<file path="src/sv/otst_ram.sv">
`timescale 1ns / 1ps
`default_nettype none

module otst_ram #(
  parameter int unsigned WIDTH = 8,
  parameter int unsigned DEPTH = 2,
  localparam int unsigned AW = (DEPTH > 1) ? $clog2(DEPTH) : 1
) (
  input  wire logic             clk_i,
  input  wire logic             we_i,
  input  wire logic [AW-1:0]    waddr_i,
  input  wire logic [WIDTH-1:0] wdata_i,
  input  wire logic             re_i,
  input  wire logic [AW-1:0]    raddr_i,
  output logic      [WIDTH-1:0] rdata_o
);

  logic [WIDTH-1:0] mem_q [DEPTH];

  always_ff @(posedge clk_i) begin
    if (we_i) begin
      mem_q[waddr_i] <= wdata_i;
    end
    if (re_i) begin
      rdata_o <= mem_q[raddr_i];
    end
  end

endmodule

`default_nettype wire

</file>
<file path="config.mk">
export PLATFORM = sky130hd
export DESIGN_NAME = otst_ram
export DESIGN_NICKNAME = d
export VERILOG_FILES = /design/src/sv/otst_ram.sv
export SDC_FILE = /design/constraint.sdc
export NUM_CORES = 1
export LEC_CHECK = 0
export ABC_AREA = 1
export BUFFER_PORTS_ARGS = -buffer_cell sky130_fd_sc_hd__buf_2
export CAP_MARGIN = 30
export CORE_MARGIN = 1
export CORE_UTILIZATION = 40
export DETAILED_ROUTE_END_ITERATION = 7
export PLACE_DENSITY = 0.73
export SLEW_MARGIN = 20
export SYNTH_ARGS = -nofsm -noshare
export SYNTH_HDL_FRONTEND = slang
export SYNTH_SLANG_ARGS = --single-unit
</file>
<file path="constraint.sdc">
create_clock -name clk_i -period 1.7 [get_ports clk_i]
set_input_delay 0.17 -clock clk_i [delete_from_list [all_inputs] [get_ports clk_i]]
set_output_delay 0.17 -clock clk_i [all_outputs]
set_load 0.1 [all_outputs]
</file>
==> out/summary.md <==
Synth
- **cells taking the most area after synthesis** sky130_fd_sc_hd__edfxtp_1, sky130_fd_sc_hd__nand2_1, sky130_fd_sc_hd__buf_6, sky130_fd_sc_hd__inv_1, sky130_fd_sc_hd__inv_2
- **number of enable-type register cells in the synthesized netlist** 24
- **count of different cell masters after synthesis** 6
- **synthesis-stage register bit count** 24
- **top cells by count, synth** sky130_fd_sc_hd__nand2_1, sky130_fd_sc_hd__edfxtp_1, sky130_fd_sc_hd__inv_1
- **count leader, synth** sky130_fd_sc_hd__nand2_1
- **number of warning messages in the yosys log** 0
- **mean instance size in the synthesized netlist** 15.6 um^2
- **most area-hungry cell type in the Yosys netlist** sky130_fd_sc_hd__edfxtp_1
- **Synth Net Count** 67
- **sequential area share after synthesis** 85.7%
- **fraction of registers with async set/reset** 0%
- **post-synthesis instance area** 841 um^2
- **area share of the leading cell type in the synthesized netlist** 85.7%
- **number of standard cells after synthesis** 54
- **Primary FF master, synth** sky130_fd_sc_hd__edfxtp_1

Cells and area
- **P&R area growth vs syn** 17.7%
- **Post-layout nets** 91
- **fraction of final layout cells sized beyond drive strength 1** 31.2%
- **number of diodes added for antenna fixing** 0
- **share of the core filled with cells in the final layout** 50.4%

Floorplan
- **Std-Cell Rows** 16
- **initial standard-cell utilization of the core** 42.9%
- **Placeable Area** 1960 um^2
- **die outline width** 47.8 um
- **Total Die Area** 2290 um^2
- **number of ports placed on the die boundary** 21
- **overall die height** 47.8 um

Setup path
- **WP data required** 1530 ps
- **highest-delay cell along the critical path** sky130_fd_sc_hd__buf_2
- **worst stage delay on the critical path** 420 ps
- **Setup crit start kind** register
- **Critical Path End Type** output port
- **Top Family by Delay on Critical Path** buffers and inverters
- **minimum setup slack among reg-to-reg paths** 940 ps
- **worst path buffer plus inverter count** 1
- **CP Class** reg -> out
- **largest fanout on the critical path** 1
- **cells along the critical path** buf_2
- **arrival time of data at the critical path endpoint** 1080 ps

Clock tree
- **clk sink count** 24
- **H-Tree Level Count** 1
- **cts-stage hold buffer count** 0
- **post-CTS clock slew at the launch and capture registers of the worst setup and hold paths** 130 ps
- **number of gates resized after cts** 0
- **number of clock buffers inserted by TritonCTS** 3
- **deepest clock path buffer count** 2
- **TritonCTS clock tree** built
- **post-CTS setup buffer count** 0
- **root buffer cell** sky130_fd_sc_hd__clkbuf_4
- **clock insertion delay at the later pin of the skew report** 320 ps

Pwr
- **power density of the placed cells** 1130 nW/um^2
- **internal power component** 810 uW
- **clock network fraction of design power** 22.2%
- **sequential share of power** 63.3%
- **fraction of power consumed by combinational cells** 14.5%
- **net switching power figure** 306 uW
- **maximum resistive drop on vdd** 0.603 mV
- **overall power of the completed layout** 1120 uW
- **fraction of power spent switching nets** 27.4%
- **Static Leak** 0.000416 uW

STA
- **Final Hold Violating Endpoints** 0
- **final worst path period need** 1250 ps
- **tightest slew margin relative to the limit** 57.8%
- **final worst setup slack** 453 ps
- **fin crit share** 73.4%
- **Worst Hold Margin** 34.3 ps
- **achievable clock frequency** 802 MHz
- **final count of pins violating max slew** 0
- **Tightest Pin Transition** 631 ps
- **Clock Skews** 9.74 ps
- **final setup violating endpoints** 0
- **setup tns final** 0 ps
- **setup repair after global routing missed its margin** false

Detailed routing
- **via density per instance** 4.24
- **1st-iter DRT viols** 11
- **Vias** 441
- **Residual DRC** 0
- **final routed wirelength across all metal layers** 1100 um
- **first-pass iteration count of the detailed router** 2
- **number of routed nets with antenna violations** 0
- **WL/cell** 10.6 um

Global routing
- **grt ovf** 0
- **wire length of the first global-routing pass** 1570 um
- **vias in the first global route** 355
- **largest net degree at the start of global routing** 14
- **overall fraction of global-route tracks in use** 10.8%
- **initial antenna violation count** 0

Worst hold path
- **path category of the worst min-delay check** in -> reg

Placed design
- **placer congestion estimate** 0.669
- **Placement Setup Slack** 512 ps
- **number of buffers added on ports** 20
- **Detailed Place HPWL** 786 um

Status
- **result of the run** completed

Run
- **number of violations of the max-capacitance limit** 0

[worst register-to-register path, cell delays in order (launching register included)]
cell and delay (ps):
sky130_fd_sc_hd__edfxtp_1 400, sky130_fd_sc_hd__nand2_1 80, sky130_fd_sc_hd__nand2_1 50
[power groups by stage]
stage	Combinational (uW)	Sequential (uW)	Clock, uW
after floorplan	27.3	820	0
after global placement	161	719	0
after detailed placement	163	720	0
after CTS	163	707	250
after global routing	173	711	274
final	162	706	248
[cell type report]
cell class / instances / area [um^2]
fill: 189 / 972
sequential: 24 / 721
timing repair buffer: 20 / 100
multi-input combinational: 26 / 97.6
tap: 27 / 33.8
clock buffer: 3 / 22.5
inverter: 3 / 11.3
clock inverter: 1 / 3.75
[registers in the layout, summed over array words and instances, names as in the netlist]
signal,count
rdata_o,8
mem_q,16
[final timing paths]
check              startpoint     endpoint  cells past startpoint
hold reg to reg   mem_q[0][6]   rdata_o[6]                      2
setup / recovery   rdata_o[3]   rdata_o[3]                      1
hold / removal     wdata_i[2]  mem_q[0][2]                      1
setup reg to reg  mem_q[1][0]   rdata_o[0]                      2
[placed cells by master, fill, tap and decap left out]
| master | n |
|---|---|
| sky130_fd_sc_hd__clkinv_1 | 1 |
| sky130_fd_sc_hd__nor2_1 | 1 |
| sky130_fd_sc_hd__buf_2 | 20 |
| sky130_fd_sc_hd__inv_1 | 2 |
| sky130_fd_sc_hd__inv_2 | 1 |
| sky130_fd_sc_hd__nand2_1 | 25 |
| sky130_fd_sc_hd__clkbuf_4 | 3 |
| sky130_fd_sc_hd__edfxtp_1 | 24 |
[layer usage]
metal  part of all wire (%)  vias to the layer above  GRT usage, %
li1                       -                      229             -
met1                     44                      190          14.1
met2                     47                       19          14.3
met3                    6.6                        3          3.77
met4                    1.9                        0          8.33
met5                      0                        -             0
[kinds of logic (layout without fill, tap and decap cells)]
family	count (synthesis)	count (layout)	synth area share [%]
and+or+nand+nor	26	26	11.6
DFF	24	24	85.7
buffers and inverters	4	27	2.68
[per-stage QoR]
stage | area (um^2) | instances
after floorplan | 841 | 54
after global placement | 963 | 100
after detailed placement | 963 | 100
after CTS | 990 | 104
after global routing | 990 | 104
final | 990 | 104
Note: power is estimated with default switching activity, not from simulation.
