`src/sv/otst_pkg.sv`:
```
`timescale 1ns / 1ps
`default_nettype none

package otst_pkg;

  localparam int unsigned SLOTS_DEF = 32;
  localparam int unsigned TICK_W    = 32;
  localparam int unsigned TAG_W     = 32;
  localparam int unsigned HANDLE_W  = 6;
  localparam int unsigned OP_W      = 2;
  localparam int unsigned KIND_W    = 2;

  // Input beat layout, lowest bit first.
  localparam int unsigned IN_NOW_LO     = 0;
  localparam int unsigned IN_DELAY_LO   = IN_NOW_LO + TICK_W;
  localparam int unsigned IN_HANDLE_LO  = IN_DELAY_LO + TICK_W;
  localparam int unsigned IN_HANDLER_LO = IN_HANDLE_LO + HANDLE_W;
  localparam int unsigned IN_PARAM_LO   = IN_HANDLER_LO + TAG_W;
  localparam int unsigned IN_CONTEXT_LO = IN_PARAM_LO + TAG_W;
  localparam int unsigned IN_BITS       = IN_CONTEXT_LO + TAG_W;
  localparam int unsigned IN_TDATA_W    = ((IN_BITS + 7) / 8) * 8;

  // Output beat layout, lowest bit first.
  localparam int unsigned OUT_HANDLE_LO  = 0;
  localparam int unsigned OUT_HANDLER_LO = OUT_HANDLE_LO + HANDLE_W;
  localparam int unsigned OUT_PARAM_LO   = OUT_HANDLER_LO + TAG_W;
  localparam int unsigned OUT_CONTEXT_LO = OUT_PARAM_LO + TAG_W;
  localparam int unsigned OUT_BITS       = OUT_CONTEXT_LO + TAG_W;
  localparam int unsigned OUT_TDATA_W    = ((OUT_BITS + 7) / 8) * 8;

  typedef enum logic [OP_W-1:0] {
    OP_START      = 2'd0,
    OP_CANCEL     = 2'd1,
    OP_CANCEL_ALL = 2'd2,
    OP_UPDATE     = 2'd3
  } op_e;

  typedef enum logic [KIND_W-1:0] {
    KIND_START   = 2'd0,
    KIND_EXPIRED = 2'd1,
    KIND_DONE    = 2'd2
  } kind_e;

  // One slot of the timer table as stored in memory.
  typedef struct packed {
    logic [TAG_W-1:0]  context_tag;
    logic [TAG_W-1:0]  param_tag;
    logic [TAG_W-1:0]  handler_tag;
    logic [TICK_W-1:0] deadline;
  } entry_t;

endpackage

`default_nettype wire

```
`src/sv/otst_alu.sv`:
```
`timescale 1ns / 1ps
`default_nettype none

// Shared 32-bit adder. It forms the deadline of a new timer and the
// remaining time of a stored one, and flags a remaining time that is
// zero or negative.
module otst_alu (
  input  wire logic [otst_pkg::TICK_W-1:0] a_i,
  input  wire logic [otst_pkg::TICK_W-1:0] b_i,
  input  wire logic                        sub_i,
  output logic      [otst_pkg::TICK_W-1:0] sum_o,
  output logic                             due_o
);

  logic [otst_pkg::TICK_W-1:0] b_op;

  assign b_op  = sub_i ? ~b_i : b_i;
  assign sum_o = a_i + b_op + otst_pkg::TICK_W'(sub_i);
  assign due_o = (sum_o == '0) || sum_o[otst_pkg::TICK_W-1];

endmodule

`default_nettype wire

```
`config.mk`:
```
export PLATFORM = sky130hd
export DESIGN_NAME = otst_alu
export DESIGN_NICKNAME = d
export VERILOG_FILES = /design/src/sv/otst_pkg.sv /design/src/sv/otst_alu.sv
export SDC_FILE = /design/constraint.sdc
export NUM_CORES = 1
export LEC_CHECK = 0
export ABC_AREA = 0
export BUFFER_PORTS_ARGS = -buffer_cell sky130_fd_sc_hd__buf_2
export CORE_UTILIZATION = 54
export DETAILED_ROUTE_END_ITERATION = 6
export MAX_ROUTING_LAYER = met4
export PLACE_DENSITY = 0.95
export SYNTH_ARGS = -nofsm -noshare
export SYNTH_HDL_FRONTEND = slang
export SYNTH_SLANG_ARGS = --single-unit
```
`constraint.sdc`:
```
create_clock -name vclk -period 9
set_input_delay 1.8 -clock vclk [all_inputs]
set_output_delay 1.8 -clock vclk [all_outputs]
set_load 0.01 [all_outputs]
```
==> flow_summary.yaml <==
outcome:
  status: "finished clean"
power:
  clkPwrFrac: 0
  power.leakage_uw: 0.00132
  switchingPower_uw: 185
  p_comb_frac: 1.000
  p_total_uw: 316
  p_per_area_nw_per_um2: 119
  p_int_uw: 132
  peakVddDrop_v: 0.0000643
  seqPwrFrac: 0
  swShare: 0.584
critical_path:
  cp-start-kind: "primary input"
  cp-end-kind: "output pin"
  worst-setup-path-type: "primary input to output pin"
  worstPathRequired_ns: 7.20
  arrival_ns: 5.86
  path_max_fanout: 21
die:
  core_um2: 3720
  rows: 22
  ios: 98
  start_util: 0.573
  dieArea_um2: 4200
  die_w_um: 64.8
  die_h_um: 64.8
placement:
  post_dp_cell_area_um2: 2660
  place_congestion: 0.935
  dp_hpwl_um: 5290
  io_buffers: 98
  pre_cts_slack_ns: 1.41
synth:
  syn_area_um2: 2130
  avgSynthCellArea_um2: 7.05
  ys_seq_area_frac: 0
  syn_nets: 401
  synth_cell_type_count: 48
  synth_cells: 302
  yosys_warnings: 0
layout:
  nFillCells: 319
  area_growth_pct: 25.0
  seq_area_um2: 0
  nFlopsAndLatches: 0
  utilization: 0.716
  final_layout_size_suffix_gt1_frac: 0.268
  multi_input_area_um2: 2050
  diodes: 0
  final_common_cell: "buf_2"
  stdcell_area_um2: 2660
  final_cell_mix: "buf_2, xor2_1, a21oi_1"
  nets: 497
  nClkBuffers: 0
detailed_routing:
  firstDrtPassIters: 4
  drtIter0Drc: 171
  vias_per_cell: 5.89
  wl_per_cell_um: 13.9
  drt-total-wl_um: 6160
  ant_nets: 0
  drcViolationCount: 0
  vias: 2617
clock_tree:
  cts_setup_buffers: 0
  cts_resized: 0
  hold_buffers: 0
sta:
  fin_tns_setup_ns: 0
  post-route-period-util: 0.851
  slew_viol_final: 0
  fin_crit_ns: 7.66
  finalHoldViolCount: 0
  max_freq_ghz: 0.131
  rsz0062_at_grt: "false"
  setup_violations: 0
  fin_ws_ns: 1.34
  worstMarginPinSlew_ns: 0.766
  max-slew-margin-rel: 0.476
grt:
  grt_pass1_wl_um: 9490
  antenna_found_initial: 0
  grt_pass1_vias: 2372
  grt_util_all_layers: 0.282
  grt_max_degree: 22
  gr-total-overflow: 0
run:
  cap_violations: 0
hold_path:
  hold_class: "primary input to output pin"
final timing paths:
kind                  endpoint  startpoint  slack (ns)  cells after the start
worst min-delay path  sum_o[0]      a_i[0]        3.92                      3
worst max-delay path     due_o       sub_i        1.34                     15
cell families after synthesis:
group                    synth area share
AND/OR/NAND/NOR                     0.244
AO/OA/AOI/OAI                       0.263
buffers and inverters              0.0388
adder cells (fa/ha/maj)             0.203
XOR/XNOR                            0.230
multiplexers                       0.0206
Yosys cell counts, types with 3 or more instances:
library cell,count,area share
nor2b_1,5,0.015
or3_1,7,0.021
clkbuf_1,4,0.0071
o21a_1,3,0.011
xnor2_1,15,0.062
and2_1,3,0.0088
a2111oi_0,3,0.012
nor2_1,19,0.034
mux2i_1,3,0.014
inv_1,15,0.026
o21ai_0,15,0.035
nand4_1,7,0.021
ha_1,33,0.19
a21o_1,3,0.011
nand3_1,8,0.019
nor3_1,7,0.016
o21bai_1,5,0.018
a21oi_1,35,0.082
a211oi_1,5,0.018
xor2_1,41,0.17
nand2_1,26,0.046
nor4_1,3,0.0088
nand2b_1,3,0.0088
worst max-delay path: stages:
cell and delay [ns]:
buf_2 0.29, buf_4 0.40, xor2_1 0.26, ha_1 0.28, a21oi_1 0.20, o21ai_0 0.13
nor2b_1 0.15, or3_1 0.39, or3_1 0.38, a211oi_1 0.21, or4b_1 0.45, nor4_1 0.33
o2111ai_1 0.19, o41ai_2 0.21, buf_2 0.17
final cells by class:
cell class / instances / area share
multi-input cells: 282 / 0.769
well taps: 48 / 0.0226
inverters: 15 / 0.0212
repair buffers: 99 / 0.187
metal layers:
layer / global-route usage / up-vias / wire (µm)
met3: 0.0158 / 16 / 420
met5: - / - / 0
met1: 0.326 / 1171 / 2490
met4: 0.0639 / 0 / 147
li1: - / 1308 / -
met2: 0.527 / 122 / 3110
stage by stage:
step / hold slack, ns / cells
final: 3.92 / 444
after global routing: 3.95 / 444
after CTS: 3.92 / 444
after detailed placement: 3.91 / 444
after global placement: 3.91 / 444
after floorplan: 3.69 / 302
power by group through the flow:
| stage | registers [µW] | logic [µW] | clock network, µW |
|---|---|---|---|
| floorplan | 0 | 212 | 0 |
| detailed placement | 0 | 311 | 0 |
| global placement | 0 | 304 | 0 |
| finish | 0 | 316 | 0 |
| CTS | 0 | 313 | 0 |
| global route | 0 | 345 | 0 |
No activity file was read; power rests on OpenSTA's default activity.
